--- src/rtl/ttok_pkg.sv ---
// ---------------------------------------------------------------------------
// ttok_pkg: shared types and helpers for the template tag tokenizer
// Item structs, token kind codes, mode and held-delimiter codes, keyword
// match and character class helpers.
// ---------------------------------------------------------------------------
package ttok_pkg;

  // Input item: one template byte or the end marker
  typedef struct packed {
    logic [7:0] ch;
    logic       end_mark;
  } chr_item_t;

  // Result item: one token event
  typedef struct packed {
    logic [4:0] token_kind;
    logic [7:0] char_out;
    logic       char_valid;
    logic       token_done;
    logic       last;
  } tok_item_t;

  // Token kinds
  typedef enum logic [4:0] {
    KIND_TEXT      = 5'd0,
    KIND_VAROPEN   = 5'd1,
    KIND_STMTOPEN  = 5'd2,
    KIND_VARCLOSE  = 5'd3,
    KIND_DOT       = 5'd4,
    KIND_IDENT     = 5'd5,
    KIND_STMTCLOSE = 5'd6,
    KIND_QOPEN     = 5'd7,
    KIND_QCLOSE    = 5'd8,
    KIND_STRLIT    = 5'd9,
    KIND_IF        = 5'd10,
    KIND_FOR       = 5'd11,
    KIND_IN        = 5'd12,
    KIND_ENDIF     = 5'd13,
    KIND_ENDFOR    = 5'd14,
    KIND_ELSE      = 5'd15,
    KIND_ERROR     = 5'd16,
    KIND_EOF       = 5'd17
  } kind_t;

  // Tag modes; the unused code behaves as text
  localparam logic [1:0] MODE_TEXT = 2'd0;
  localparam logic [1:0] MODE_VAR  = 2'd1;
  localparam logic [1:0] MODE_STMT = 2'd2;

  // Held delimiter codes
  localparam logic [1:0] HELD_NONE  = 2'd0;
  localparam logic [1:0] HELD_LBRACE = 2'd1;
  localparam logic [1:0] HELD_RBRACE = 2'd2;
  localparam logic [1:0] HELD_PCT    = 2'd3;

  // Characters
  localparam logic [7:0] CH_LBRACE = 8'h7B;
  localparam logic [7:0] CH_RBRACE = 8'h7D;
  localparam logic [7:0] CH_PCT    = 8'h25;
  localparam logic [7:0] CH_QUOTE  = 8'h22;
  localparam logic [7:0] CH_SPACE  = 8'h20;
  localparam logic [7:0] CH_DOT    = 8'h2E;
  localparam logic [7:0] CH_UNDER  = 8'h5F;

  // Word buffer geometry
  localparam int          WORD_MAX   = 6;
  localparam logic [2:0]  WCNT_LONG  = 3'd7;

  // Keywords, first byte in the low byte, zero padded
  localparam logic [47:0] KW_IF     = 48'h0000_0000_6669;
  localparam logic [47:0] KW_FOR    = 48'h0000_0072_6F66;
  localparam logic [47:0] KW_IN     = 48'h0000_0000_6E69;
  localparam logic [47:0] KW_ENDIF  = 48'h0066_6964_6E65;
  localparam logic [47:0] KW_ENDFOR = 48'h726F_6664_6E65;
  localparam logic [47:0] KW_ELSE   = 48'h0000_6573_6C65;

  function automatic logic is_word_byte(input logic [7:0] c);
    return (c >= 8'h30 && c <= 8'h39) || (c >= 8'h61 && c <= 8'h7A) ||
           (c >= 8'h41 && c <= 8'h5A) || (c == CH_UNDER);
  endfunction

  // Bytes beyond the count are always zero, so a full compare suffices
  function automatic kind_t word_kind(input logic [47:0] chars, input logic [2:0] cnt);
    kind_t k;
    k = KIND_IDENT;
    if      (cnt == 3'd2 && chars == KW_IF)     k = KIND_IF;
    else if (cnt == 3'd3 && chars == KW_FOR)    k = KIND_FOR;
    else if (cnt == 3'd2 && chars == KW_IN)     k = KIND_IN;
    else if (cnt == 3'd5 && chars == KW_ENDIF)  k = KIND_ENDIF;
    else if (cnt == 3'd6 && chars == KW_ENDFOR) k = KIND_ENDFOR;
    else if (cnt == 3'd4 && chars == KW_ELSE)   k = KIND_ELSE;
    return k;
  endfunction

  function automatic tok_item_t mk_event(input kind_t kind, input logic [7:0] c,
                                         input logic valid, input logic done);
    tok_item_t e;
    e.token_kind = kind;
    e.char_out   = valid ? c : 8'd0;
    e.char_valid = valid;
    e.token_done = done;
    e.last       = 1'b0;
    return e;
  endfunction

endpackage

--- src/rtl/template_tag_tokenizer.sv ---
// ---------------------------------------------------------------------------
// template_tag_tokenizer: streaming lexer for a small template language
// Takes one template byte per item and emits up to four token events for it.
// ---------------------------------------------------------------------------
//
//  channel | signals                       | payload
//  --------+-------------------------------+------------------------------
//  chr     | chr_valid, chr_stall, chr     | template byte or end marker
//  tok     | tok_valid, tok_stall, tok     | one token event
//
// An accepted byte is decoded in the same cycle; its events (0 to 4) land in
// a four-entry result buffer that drains on tok, one event per cycle while
// tok_stall is low; this result port sets the sustained rate.
// The next byte is taken while the last buffered event is being taken.
// rst (synchronous) returns the lexer to plain text and empties the buffer.
module template_tag_tokenizer (
  input  logic                  clk,
  input  logic                  rst,
  input  logic                  chr_valid,
  output logic                  chr_stall,
  input  ttok_pkg::chr_item_t   chr,
  output logic                  tok_valid,
  input  logic                  tok_stall,
  output ttok_pkg::tok_item_t   tok
);

  // Lexer state
  logic [1:0]  tag_mode,   tag_mode_next;
  logic        quote_open, quote_open_next;
  logic [1:0]  held_delim, held_delim_next;
  logic        run_open,   run_open_next;
  logic [47:0] word_chars, word_chars_next;
  logic [2:0]  word_count, word_count_next;

  // Result buffer
  ttok_pkg::tok_item_t res_buf [4];
  logic [1:0]          rd_ptr;
  logic [2:0]          res_cnt;

  // Decoded events for the current byte
  ttok_pkg::tok_item_t ev [4];
  logic [2:0]          ev_cnt;
  logic                do_text, do_var, do_stmt;
  logic [7:0]          c;

  logic chr_take, tok_take;

  assign tok_valid = (res_cnt != 3'd0);
  assign tok       = res_buf[rd_ptr];
  assign tok_take  = tok_valid && !tok_stall;
  assign chr_stall = !((res_cnt == 3'd0) || (res_cnt == 3'd1 && !tok_stall));
  assign chr_take  = chr_valid && !chr_stall;
  assign c         = chr.ch;

  // Decode one byte into events and next state
  always_comb begin
    tag_mode_next   = tag_mode;
    quote_open_next = quote_open;
    held_delim_next = held_delim;
    run_open_next   = run_open;
    word_chars_next = word_chars;
    word_count_next = word_count;
    ev_cnt  = 3'd0;
    do_text = 1'b0;
    do_var  = 1'b0;
    do_stmt = 1'b0;
    for (int i = 0; i < 4; i++) begin
      ev[i] = '0;
    end

    if (chr.end_mark) begin
      // flush the open token, then end of stream
      if (tag_mode == ttok_pkg::MODE_VAR) begin
        if (run_open) begin
          ev[ev_cnt[1:0]] = ttok_pkg::mk_event(ttok_pkg::KIND_IDENT, 8'd0, 1'b0, 1'b1);
          ev_cnt = ev_cnt + 3'd1;
        end
        if (held_delim != ttok_pkg::HELD_NONE) begin
          ev[ev_cnt[1:0]] = ttok_pkg::mk_event(ttok_pkg::KIND_ERROR, 8'd0, 1'b0, 1'b1);
          ev_cnt = ev_cnt + 3'd1;
        end
      end else if (tag_mode == ttok_pkg::MODE_STMT) begin
        if (quote_open) begin
          ev[ev_cnt[1:0]] = ttok_pkg::mk_event(ttok_pkg::KIND_ERROR, 8'd0, 1'b0, 1'b1);
          ev_cnt = ev_cnt + 3'd1;
        end else begin
          if (run_open) begin
            ev[ev_cnt[1:0]] = ttok_pkg::mk_event(
              ttok_pkg::word_kind(word_chars, word_count), 8'd0, 1'b0, 1'b1);
            ev_cnt = ev_cnt + 3'd1;
          end
          if (held_delim != ttok_pkg::HELD_NONE) begin
            ev[ev_cnt[1:0]] = ttok_pkg::mk_event(ttok_pkg::KIND_ERROR, 8'd0, 1'b0, 1'b1);
            ev_cnt = ev_cnt + 3'd1;
          end
        end
      end else begin
        if (held_delim != ttok_pkg::HELD_NONE) begin
          ev[ev_cnt[1:0]] = ttok_pkg::mk_event(ttok_pkg::KIND_TEXT, ttok_pkg::CH_LBRACE,
                                               1'b1, 1'b0);
          ev_cnt = ev_cnt + 3'd1;
        end
        if (held_delim != ttok_pkg::HELD_NONE || run_open) begin
          ev[ev_cnt[1:0]] = ttok_pkg::mk_event(ttok_pkg::KIND_TEXT, 8'd0, 1'b0, 1'b1);
          ev_cnt = ev_cnt + 3'd1;
        end
      end
      ev[ev_cnt[1:0]] = ttok_pkg::mk_event(ttok_pkg::KIND_EOF, 8'd0, 1'b0, 1'b1);
      ev_cnt = ev_cnt + 3'd1;
      tag_mode_next   = ttok_pkg::MODE_TEXT;
      quote_open_next = 1'b0;
      held_delim_next = ttok_pkg::HELD_NONE;
      run_open_next   = 1'b0;
      word_chars_next = '0;
      word_count_next = '0;
    end else if (tag_mode == ttok_pkg::MODE_VAR) begin
      // resolve a held brace in a variable tag
      if (held_delim != ttok_pkg::HELD_NONE) begin
        held_delim_next = ttok_pkg::HELD_NONE;
        if (c == ttok_pkg::CH_RBRACE) begin
          ev[ev_cnt[1:0]] = ttok_pkg::mk_event(ttok_pkg::KIND_VARCLOSE, 8'd0, 1'b0, 1'b1);
          ev_cnt = ev_cnt + 3'd1;
          tag_mode_next = ttok_pkg::MODE_TEXT;
        end else begin
          ev[ev_cnt[1:0]] = ttok_pkg::mk_event(ttok_pkg::KIND_ERROR, 8'd0, 1'b0, 1'b1);
          ev_cnt = ev_cnt + 3'd1;
          do_var = 1'b1;
        end
      end else begin
        do_var = 1'b1;
      end
    end else if (tag_mode == ttok_pkg::MODE_STMT) begin
      // resolve a held percent sign in a statement tag
      if (held_delim != ttok_pkg::HELD_NONE && !quote_open) begin
        held_delim_next = ttok_pkg::HELD_NONE;
        if (c == ttok_pkg::CH_RBRACE) begin
          ev[ev_cnt[1:0]] = ttok_pkg::mk_event(ttok_pkg::KIND_STMTCLOSE, 8'd0, 1'b0, 1'b1);
          ev_cnt = ev_cnt + 3'd1;
          tag_mode_next = ttok_pkg::MODE_TEXT;
        end else begin
          ev[ev_cnt[1:0]] = ttok_pkg::mk_event(ttok_pkg::KIND_ERROR, 8'd0, 1'b0, 1'b1);
          ev_cnt = ev_cnt + 3'd1;
          do_stmt = 1'b1;
        end
      end else begin
        held_delim_next = ttok_pkg::HELD_NONE;
        do_stmt = 1'b1;
      end
    end else begin
      // resolve a held brace in text
      if (held_delim != ttok_pkg::HELD_NONE) begin
        held_delim_next = ttok_pkg::HELD_NONE;
        if (c == ttok_pkg::CH_LBRACE || c == ttok_pkg::CH_PCT) begin
          if (run_open) begin
            ev[ev_cnt[1:0]] = ttok_pkg::mk_event(ttok_pkg::KIND_TEXT, 8'd0, 1'b0, 1'b1);
            ev_cnt = ev_cnt + 3'd1;
          end
          run_open_next = 1'b0;
          if (c == ttok_pkg::CH_LBRACE) begin
            ev[ev_cnt[1:0]] = ttok_pkg::mk_event(ttok_pkg::KIND_VAROPEN, 8'd0, 1'b0, 1'b1);
            tag_mode_next = ttok_pkg::MODE_VAR;
          end else begin
            ev[ev_cnt[1:0]] = ttok_pkg::mk_event(ttok_pkg::KIND_STMTOPEN, 8'd0, 1'b0, 1'b1);
            tag_mode_next = ttok_pkg::MODE_STMT;
          end
          ev_cnt = ev_cnt + 3'd1;
          quote_open_next = 1'b0;
          word_chars_next = '0;
          word_count_next = '0;
        end else begin
          ev[ev_cnt[1:0]] = ttok_pkg::mk_event(ttok_pkg::KIND_TEXT, ttok_pkg::CH_LBRACE,
                                               1'b1, 1'b0);
          ev_cnt = ev_cnt + 3'd1;
          run_open_next = 1'b1;
          do_text = 1'b1;
        end
      end else begin
        do_text = 1'b1;
      end
    end

    // plain text byte
    if (do_text) begin
      if (c == ttok_pkg::CH_LBRACE) begin
        held_delim_next = ttok_pkg::HELD_LBRACE;
      end else begin
        ev[ev_cnt[1:0]] = ttok_pkg::mk_event(ttok_pkg::KIND_TEXT, c, 1'b1, 1'b0);
        ev_cnt = ev_cnt + 3'd1;
        run_open_next = 1'b1;
      end
    end

    // variable tag byte
    if (do_var) begin
      if (ttok_pkg::is_word_byte(c)) begin
        ev[ev_cnt[1:0]] = ttok_pkg::mk_event(ttok_pkg::KIND_IDENT, c, 1'b1, 1'b0);
        ev_cnt = ev_cnt + 3'd1;
        run_open_next = 1'b1;
      end else begin
        if (run_open_next) begin
          ev[ev_cnt[1:0]] = ttok_pkg::mk_event(ttok_pkg::KIND_IDENT, 8'd0, 1'b0, 1'b1);
          ev_cnt = ev_cnt + 3'd1;
          run_open_next = 1'b0;
        end
        if (c == ttok_pkg::CH_SPACE) begin
          // drop spaces
        end else if (c == ttok_pkg::CH_RBRACE) begin
          held_delim_next = ttok_pkg::HELD_RBRACE;
        end else if (c == ttok_pkg::CH_DOT) begin
          ev[ev_cnt[1:0]] = ttok_pkg::mk_event(ttok_pkg::KIND_DOT, 8'd0, 1'b0, 1'b1);
          ev_cnt = ev_cnt + 3'd1;
        end else begin
          ev[ev_cnt[1:0]] = ttok_pkg::mk_event(ttok_pkg::KIND_ERROR, 8'd0, 1'b0, 1'b1);
          ev_cnt = ev_cnt + 3'd1;
        end
      end
    end

    // statement tag byte
    if (do_stmt) begin
      if (quote_open) begin
        if (c == ttok_pkg::CH_QUOTE) begin
          if (run_open) begin
            ev[ev_cnt[1:0]] = ttok_pkg::mk_event(ttok_pkg::KIND_STRLIT, 8'd0, 1'b0, 1'b1);
            ev_cnt = ev_cnt + 3'd1;
          end
          run_open_next = 1'b0;
          ev[ev_cnt[1:0]] = ttok_pkg::mk_event(ttok_pkg::KIND_QCLOSE, 8'd0, 1'b0, 1'b1);
          ev_cnt = ev_cnt + 3'd1;
          quote_open_next = 1'b0;
        end else begin
          ev[ev_cnt[1:0]] = ttok_pkg::mk_event(ttok_pkg::KIND_STRLIT, c, 1'b1, 1'b0);
          ev_cnt = ev_cnt + 3'd1;
          run_open_next = 1'b1;
        end
      end else if (ttok_pkg::is_word_byte(c)) begin
        ev[ev_cnt[1:0]] = ttok_pkg::mk_event(ttok_pkg::KIND_IDENT, c, 1'b1, 1'b0);
        ev_cnt = ev_cnt + 3'd1;
        run_open_next = 1'b1;
        // collect the first six bytes of the word
        if (word_count < 3'(ttok_pkg::WORD_MAX)) begin
          for (int i = 0; i < ttok_pkg::WORD_MAX; i++) begin
            if (word_count == 3'(i)) begin
              word_chars_next[8*i +: 8] = c;
            end
          end
          word_count_next = word_count + 3'd1;
        end else begin
          word_count_next = ttok_pkg::WCNT_LONG;
        end
      end else begin
        // close the word, then classify the byte
        if (run_open) begin
          ev[ev_cnt[1:0]] = ttok_pkg::mk_event(
            ttok_pkg::word_kind(word_chars, word_count), 8'd0, 1'b0, 1'b1);
          ev_cnt = ev_cnt + 3'd1;
        end
        run_open_next   = 1'b0;
        word_chars_next = '0;
        word_count_next = '0;
        if (c == ttok_pkg::CH_SPACE) begin
          // drop spaces
        end else if (c == ttok_pkg::CH_PCT) begin
          held_delim_next = ttok_pkg::HELD_PCT;
        end else if (c == ttok_pkg::CH_QUOTE) begin
          ev[ev_cnt[1:0]] = ttok_pkg::mk_event(ttok_pkg::KIND_QOPEN, 8'd0, 1'b0, 1'b1);
          ev_cnt = ev_cnt + 3'd1;
          quote_open_next = 1'b1;
        end else begin
          ev[ev_cnt[1:0]] = ttok_pkg::mk_event(ttok_pkg::KIND_ERROR, 8'd0, 1'b0, 1'b1);
          ev_cnt = ev_cnt + 3'd1;
        end
      end
    end

    // mark the final event of this byte
    if (ev_cnt != 3'd0) begin
      ev[2'(ev_cnt - 3'd1)].last = 1'b1;
    end
  end

  // Advance lexer state on each accepted byte
  always_ff @(posedge clk) begin
    if (rst) begin
      tag_mode   <= ttok_pkg::MODE_TEXT;
      quote_open <= 1'b0;
      held_delim <= ttok_pkg::HELD_NONE;
      run_open   <= 1'b0;
      word_chars <= '0;
      word_count <= '0;
    end else if (chr_take) begin
      tag_mode   <= tag_mode_next;
      quote_open <= quote_open_next;
      held_delim <= held_delim_next;
      run_open   <= run_open_next;
      word_chars <= word_chars_next;
      word_count <= word_count_next;
    end
  end

  // Load the result buffer, or drain one event
  always_ff @(posedge clk) begin
    if (rst) begin
      rd_ptr  <= '0;
      res_cnt <= '0;
    end else if (chr_take) begin
      rd_ptr  <= '0;
      res_cnt <= ev_cnt;
    end else if (tok_take) begin
      rd_ptr  <= rd_ptr + 2'd1;
      res_cnt <= res_cnt - 3'd1;
    end
  end

  // Event payloads need no reset
  always_ff @(posedge clk) begin
    if (chr_take) begin
      for (int i = 0; i < 4; i++) begin
        res_buf[i] <= ev[i];
      end
    end
  end

endmodule

--- config.mk ---
export PLATFORM = sky130hd
export DESIGN_NAME = template_tag_tokenizer
export DESIGN_NICKNAME = d
export VERILOG_FILES = /design/src/rtl/ttok_pkg.sv /design/src/rtl/template_tag_tokenizer.sv
export SDC_FILE = /design/constraint.sdc
export NUM_CORES = 1
export LEC_CHECK = 0
export BUFFER_PORTS_ARGS = -buffer_cell sky130_fd_sc_hd__buf_4
export CORE_MARGIN = 5
export CORE_UTILIZATION = 30
export DETAILED_ROUTE_END_ITERATION = 16
export HOLD_SLACK_MARGIN = 0.1
export RECOVER_POWER = 100
export SLEW_MARGIN = 20
export SYNTH_ARGS = -nofsm -noshare
export SYNTH_HDL_FRONTEND = slang
export SYNTH_SLANG_ARGS = --single-unit
export TNS_END_PERCENT = 100
--- constraint.sdc ---
create_clock -name clk -period 7.2 [get_ports clk]
set_input_delay 1.44 -clock clk [delete_from_list [all_inputs] [get_ports clk]]
set_output_delay 1.44 -clock clk [all_outputs]
set_load 0.05 [all_outputs]
-- Word level (Yosys, flattened, before mapping)
Memory sizes are Yosys's and may differ from the RTL's. A register that Yosys moved wholly into a read port is not among the register bits.
Cells that the tools add are included.
- register bits after elaboration: 62
- bits in writable memories: 64
- logic and storage cells: 420
- memories: 1
- add/sub/neg operators: 15
- order comparisons: 31
- eq/ne operators: 24
- mux-type cells: 246
- bitwise logic cells: 51
- reductions and logical operators: 44
- memory list (name ; depth ; bits a word ; read ports ; clocked after memory_dff ; wr ports ; RTL line ; source):
    res_buf ; 4 ; 16 ; 1 ; 1 ; 4 ; template_tag_tokenizer.sv:36 ; ttok_pkg::tok_item_t res_buf [4];
- operators with widths (cell ; number):
    64-bit 2-to-1 mux ; 35
    48-bit 2-to-1 mux ; 13
    16-bit 2-to-1 mux ; 34
    56-bit bitwise AND ; 8
    56-bit NOT ; 8
    64-bit bitwise mux ; 6
    16-bit demux with 2-bit select ; 12
    3-bit 2-to-1 mux ; 59
    52-bit bitwise AND ; 3
    52-bit NOT ; 3
    48-bit by 15-bit equality test with 1-bit output, second input constant ; 2
    8-bit OR ; 8
    60-bit bitwise AND ; 1
    60-bit NOT ; 1
    2-bit 2-to-1 mux ; 27
    48-bit bitwise AND ; 1
    48-bit by 23-bit equality test with 1-bit output, second input constant ; 1
    48-bit by 31-bit equality test with 1-bit output, second input constant ; 1
    48-bit by 39-bit equality test with 1-bit output, second input constant ; 1
    48-bit by 47-bit equality test with 1-bit output, second input constant ; 1
    8-bit 2-to-1 mux ; 6
    48-bit NOT ; 1
    5-bit 2-to-1 mux ; 9
    1-bit 2-to-1 mux ; 42
    other kinds (36) ; 128

-- Longest topological paths before layout
- depth in word-level cells: 48
- mapped depth: 31
- gate-level depth less buffers: 29

-- Worst setup path before layout
OpenSTA, ideal clock, no wires.
- kind: in2reg
- start point: in chr[3] (netlist bit)
- end point: mem res_buf[1][0] (netlist bit) (data pin)
- library setup time: 255 ps
- arrival: 6269 ps
- data required time: 6945 ps
- slack: 676 ps
- stages on the path: 23
- cells stage by stage: buf_6 -> nand2b_1 -> or4_1 -> buf_2 -> a21oi_2 -> a211oi_4 -> ha_1 -> a2111oi_0 -> a31oi_1 -> ha_1 -> nand2_1 -> nand2_1 -> ha_1 -> o21ai_0 -> o21ai_1 -> ha_1 -> mux2_2 -> ha_1 -> mux2_2 -> a22oi_1 -> a2bb2oi_1 -> o211ai_1 -> and2_1
- RTL lines (what ; RTL line ; source):
    start, declared ; template_tag_tokenizer.sv:21 ; input ttok_pkg::chr_item_t chr,
    end, declared ; template_tag_tokenizer.sv:36 ;

==> impl_metrics.ini <==
[die]
io_pins = 31
initial_core_util_pct = 30.50
die_w_microns = 175.5
rows = 60
core_area_sq_um = 26950
design.die.area_sq_um = 30810
die_h_microns = 175.5

[cells_and_area]
final_area_sq_um = 9293
antenna_cells = 0
nets = 968
syn_to_final_growth_pct = 13.04
drive_above_1_share_pct = 10.87

[route]
drtIter0Drc = 959
drcViolationCount = 0
drtAntennaViolNets = 0
drt-total-wl_microns = 25690
num_vias = 7353
drt_pass1_iterations = 6
routedWlPerCell_microns = 20.23
viasPerCell = 5.790

[clocking]
clk_pin_slew_ns = 0.06
post-cts-setup-buffers = 0
clockBufferDepth = 2
cts.sinks = 128
numCtsBuffers = 17
ctsResizeCount = 0
clk_latency_ns = 0.43
clockRootBuffer = clkbuf_16
cts_hold_buf = 0
cts-htree-levels = 4
cts_tree = done

[setup_path]
r2r-start = held_delim[1]
cp_cell_sequence = buf_4 -> nand2b_1 -> or4_1 -> a21oi_2 -> a211oi_4 -> ha_1 -> a2111oi_0 -> a31oi_1 -> ha_1 -> nand2_1 -> nand2_1 -> ha_1 -> o21ai_0 -> o21ai_1 -> ha_1 -> mux2_2 -> ha_1 -> mux2_2 -> a22oi_1 -> a2bb2oi_1 -> o211ai_1 -> and2_0
path_buf_inv = 1
r2r_setup_slack_ns = 0.63
startpoint = chr[6]
slowest_delay_ns = 0.57
endpoint_kind = flop
start_kind = input port
slowest_stage = or4_1
critPathArrivalTime_ns = 6.92
path_max_fanout = 15
timing.critical_path.mode_cell = ha_1
cp_top_family = compound AO/OA/AOI/OAI gates
worst-setup-path-type = input port to flop
crit_required_ns = 7.37

[synthesis]
syn_area_sq_um = 8220
syn_area_per_cell_sq_um = 9.023
synth-seq-area-share_pct = 38.96
ys_seq_elements = 128
yosysTopAreaCellShare_pct = 23.38
async_reset_ff_share_pct = 0
yosys.cell_types.count = 79
synth-edff-count = 64
yosysTopAreaCell = edfxtp_1
syn_inst = 911
ys.flop_type = edfxtp_1
syn-num-nets = 963
synth_area_leaders = edfxtp_1 23%, dfxtp_1 16%, ha_1 5.9%, nor2_1 5.0%, a32oi_1 4.8%
ys_warn_count = 0

[sta]
clock_skew_ns = 0.01621
finalHoldViolations = 0
slew_headroom_pct = -45.77
fin_crit_sh_pct = 93.78
tightest_slew_ns = 2.186
finalCriticalPeriod_ns = 6.752
layout_setup_ws_ns = 0.4478
setup_viol = 0
rsz0062_at_grt = no
tns_ns = 0
fmax_mhz = 148.1
maxSlewViolCount = 99

[job]
maxCapViolCount = 1

[global_route]
track_usage_pct = 16.61
grt-busiest-layer = met1
met1_usage_pct = 24.58
grt_pass1_wl_microns = 40580
overflow = 0
met3_usage_pct = 3.767
grt_max_degree = 99
grt_pass1_vias = 6936
antenna_found_initial = 0
use_met2_pct = 24.36

[placement]
dp_hpwl_microns = 18110
portBuffers = 30
gp_congestion = 0.9284
place_area_sq_um = 8773
dp_slack_ns = 0.1554

[pwr]
finalPower_mw = 3.518
ir_worst_vdd_mv = 0.1746
p_per_area_nw_per_um2 = 378.5
p_leak_nw = 3.240

[min_path]
min_path_type = flop to flop
holdCritStartpoint = word_chars[14]

[outcome]
failed_checks = capacitance limit, slew limit
status = finished, violations left
==> cells in the mapped netlist, types with 4 or more instances <==
library cell	n
a211oi_1	8
a21o_1	7
a21oi_1	67
a22oi_1	6
a311oi_1	4
a31o_2	5
a31oi_1	12
a32oi_1	45
and2_1	32
and3_1	8
and3b_1	7
buf_1	7
buf_2	9
clkbuf_1	49
dfxtp_1	64
edfxtp_1	64
ha_1	39
inv_1	27
mux4_2	16
nand2_1	85
nand2b_1	13
nand3_1	23
nand4_1	5
nand4b_1	7
nor2_1	110
nor2b_1	12
nor3_1	16
nor4_1	9
nor4b_1	4
o211ai_1	7
o21a_1	9
o21ai_0	33
o21ai_1	6
o221ai_1	9
o22ai_1	11
or4_1	7
xnor2_1	7
==> metal layers <==
metal  share of wire [%]  vias up
li1                    -     3430
met1                  47     3489
met2                  42      394
met3                 8.9       40
met4                 1.7        0
met5                   0        -
==> worst paths after layout <==
path,to,cells after the start
worst max-delay path,res_buf[1][0],22
worst min-delay path,word_chars[14],2
worst max register to register,res_buf[1][0],28
worst min register to register,word_chars[14],2
==> cell usage in the layout (no fill, tap or decap), drive strengths merged, types with 16 or more instances in the layout <==
cell,netlist,layout
mux4,16,16
clkbuf,49,42
and2,32,32
ha,39,39
nor3,16,16
nand3,23,23
inv,29,33
nand2,85,85
edfxtp,64,64
buf,17,30
dfxtp,64,64
nor2,110,110
a21oi,68,68
o21ai,39,39
a32oi,45,45
==> worst reg2reg max path: cells and delay by family (launching register included) <==
kind,cells,cell delay [ns]
AO/OA/AOI/OAI,9,2.00
adder cells (fa/ha/maj),7,2.03
buffers and inverters,2,0.27
flip-flops,1,0.32
multiplexers,2,0.58
AND/OR/NAND/NOR,8,1.13
==> through the flow <==
stage | util [%] | cells | hold slack (ns)
2_1_floorplan | - | 911 | 0.4450
3_3_place_gp | 32.55 | 1238 | 0.4585
3_5_place_dp | 32.55 | 1238 | 0.4709
4_1_cts | 34.78 | 1270 | 0.4856
5_1_grt | 34.48 | 1270 | 0.5203
6_report | 34.48 | 1270 | 0.4881
==> area by class of cell <==
| type | count | area (sq um) |
|---|---|---|
| Timing Repair Buffer | 52 | 309.0 |
| Fill cell | 2769 | 17660 |
| Sequential cell | 128 | 3203 |
| Inverter | 29 | 110.1 |
| Clock inverter | 12 | 120.1 |
| Clock buffer | 20 | 479.2 |
| Tap cell | 341 | 426.7 |
| Multi-Input combinational cell | 688 | 4644 |
==> state kept, by name (all words and copies together), names as in the netlist, named ones only <==
| signal | cells |
|---|---|
| rd_ptr | 2 |
| word_count | 3 |
| word_chars | 48 |
| res_buf | 64 |
| quote_open | 1 |
| run_open | 1 |
| tag_mode | 2 |
| res_cnt | 3 |
| held_delim | 2 |
==> power by group <==
part           switching [mW]  internal [mW]
Clock                   0.354          0.523
Sequential             0.0495          0.972
Combinational            1.14          0.482
==> cell families after synthesis <==
kind of cell,count (synthesis),share of synthesized area [%]
buf+inv,95,4.566
compound gates,259,22.04
fa+ha+maj,39,5.936
simple gates,357,21.93
xor+xnor,11,1.355
mux,22,5.205
flops,128,38.96
No activity file was read; power rests on OpenSTA's default activity.
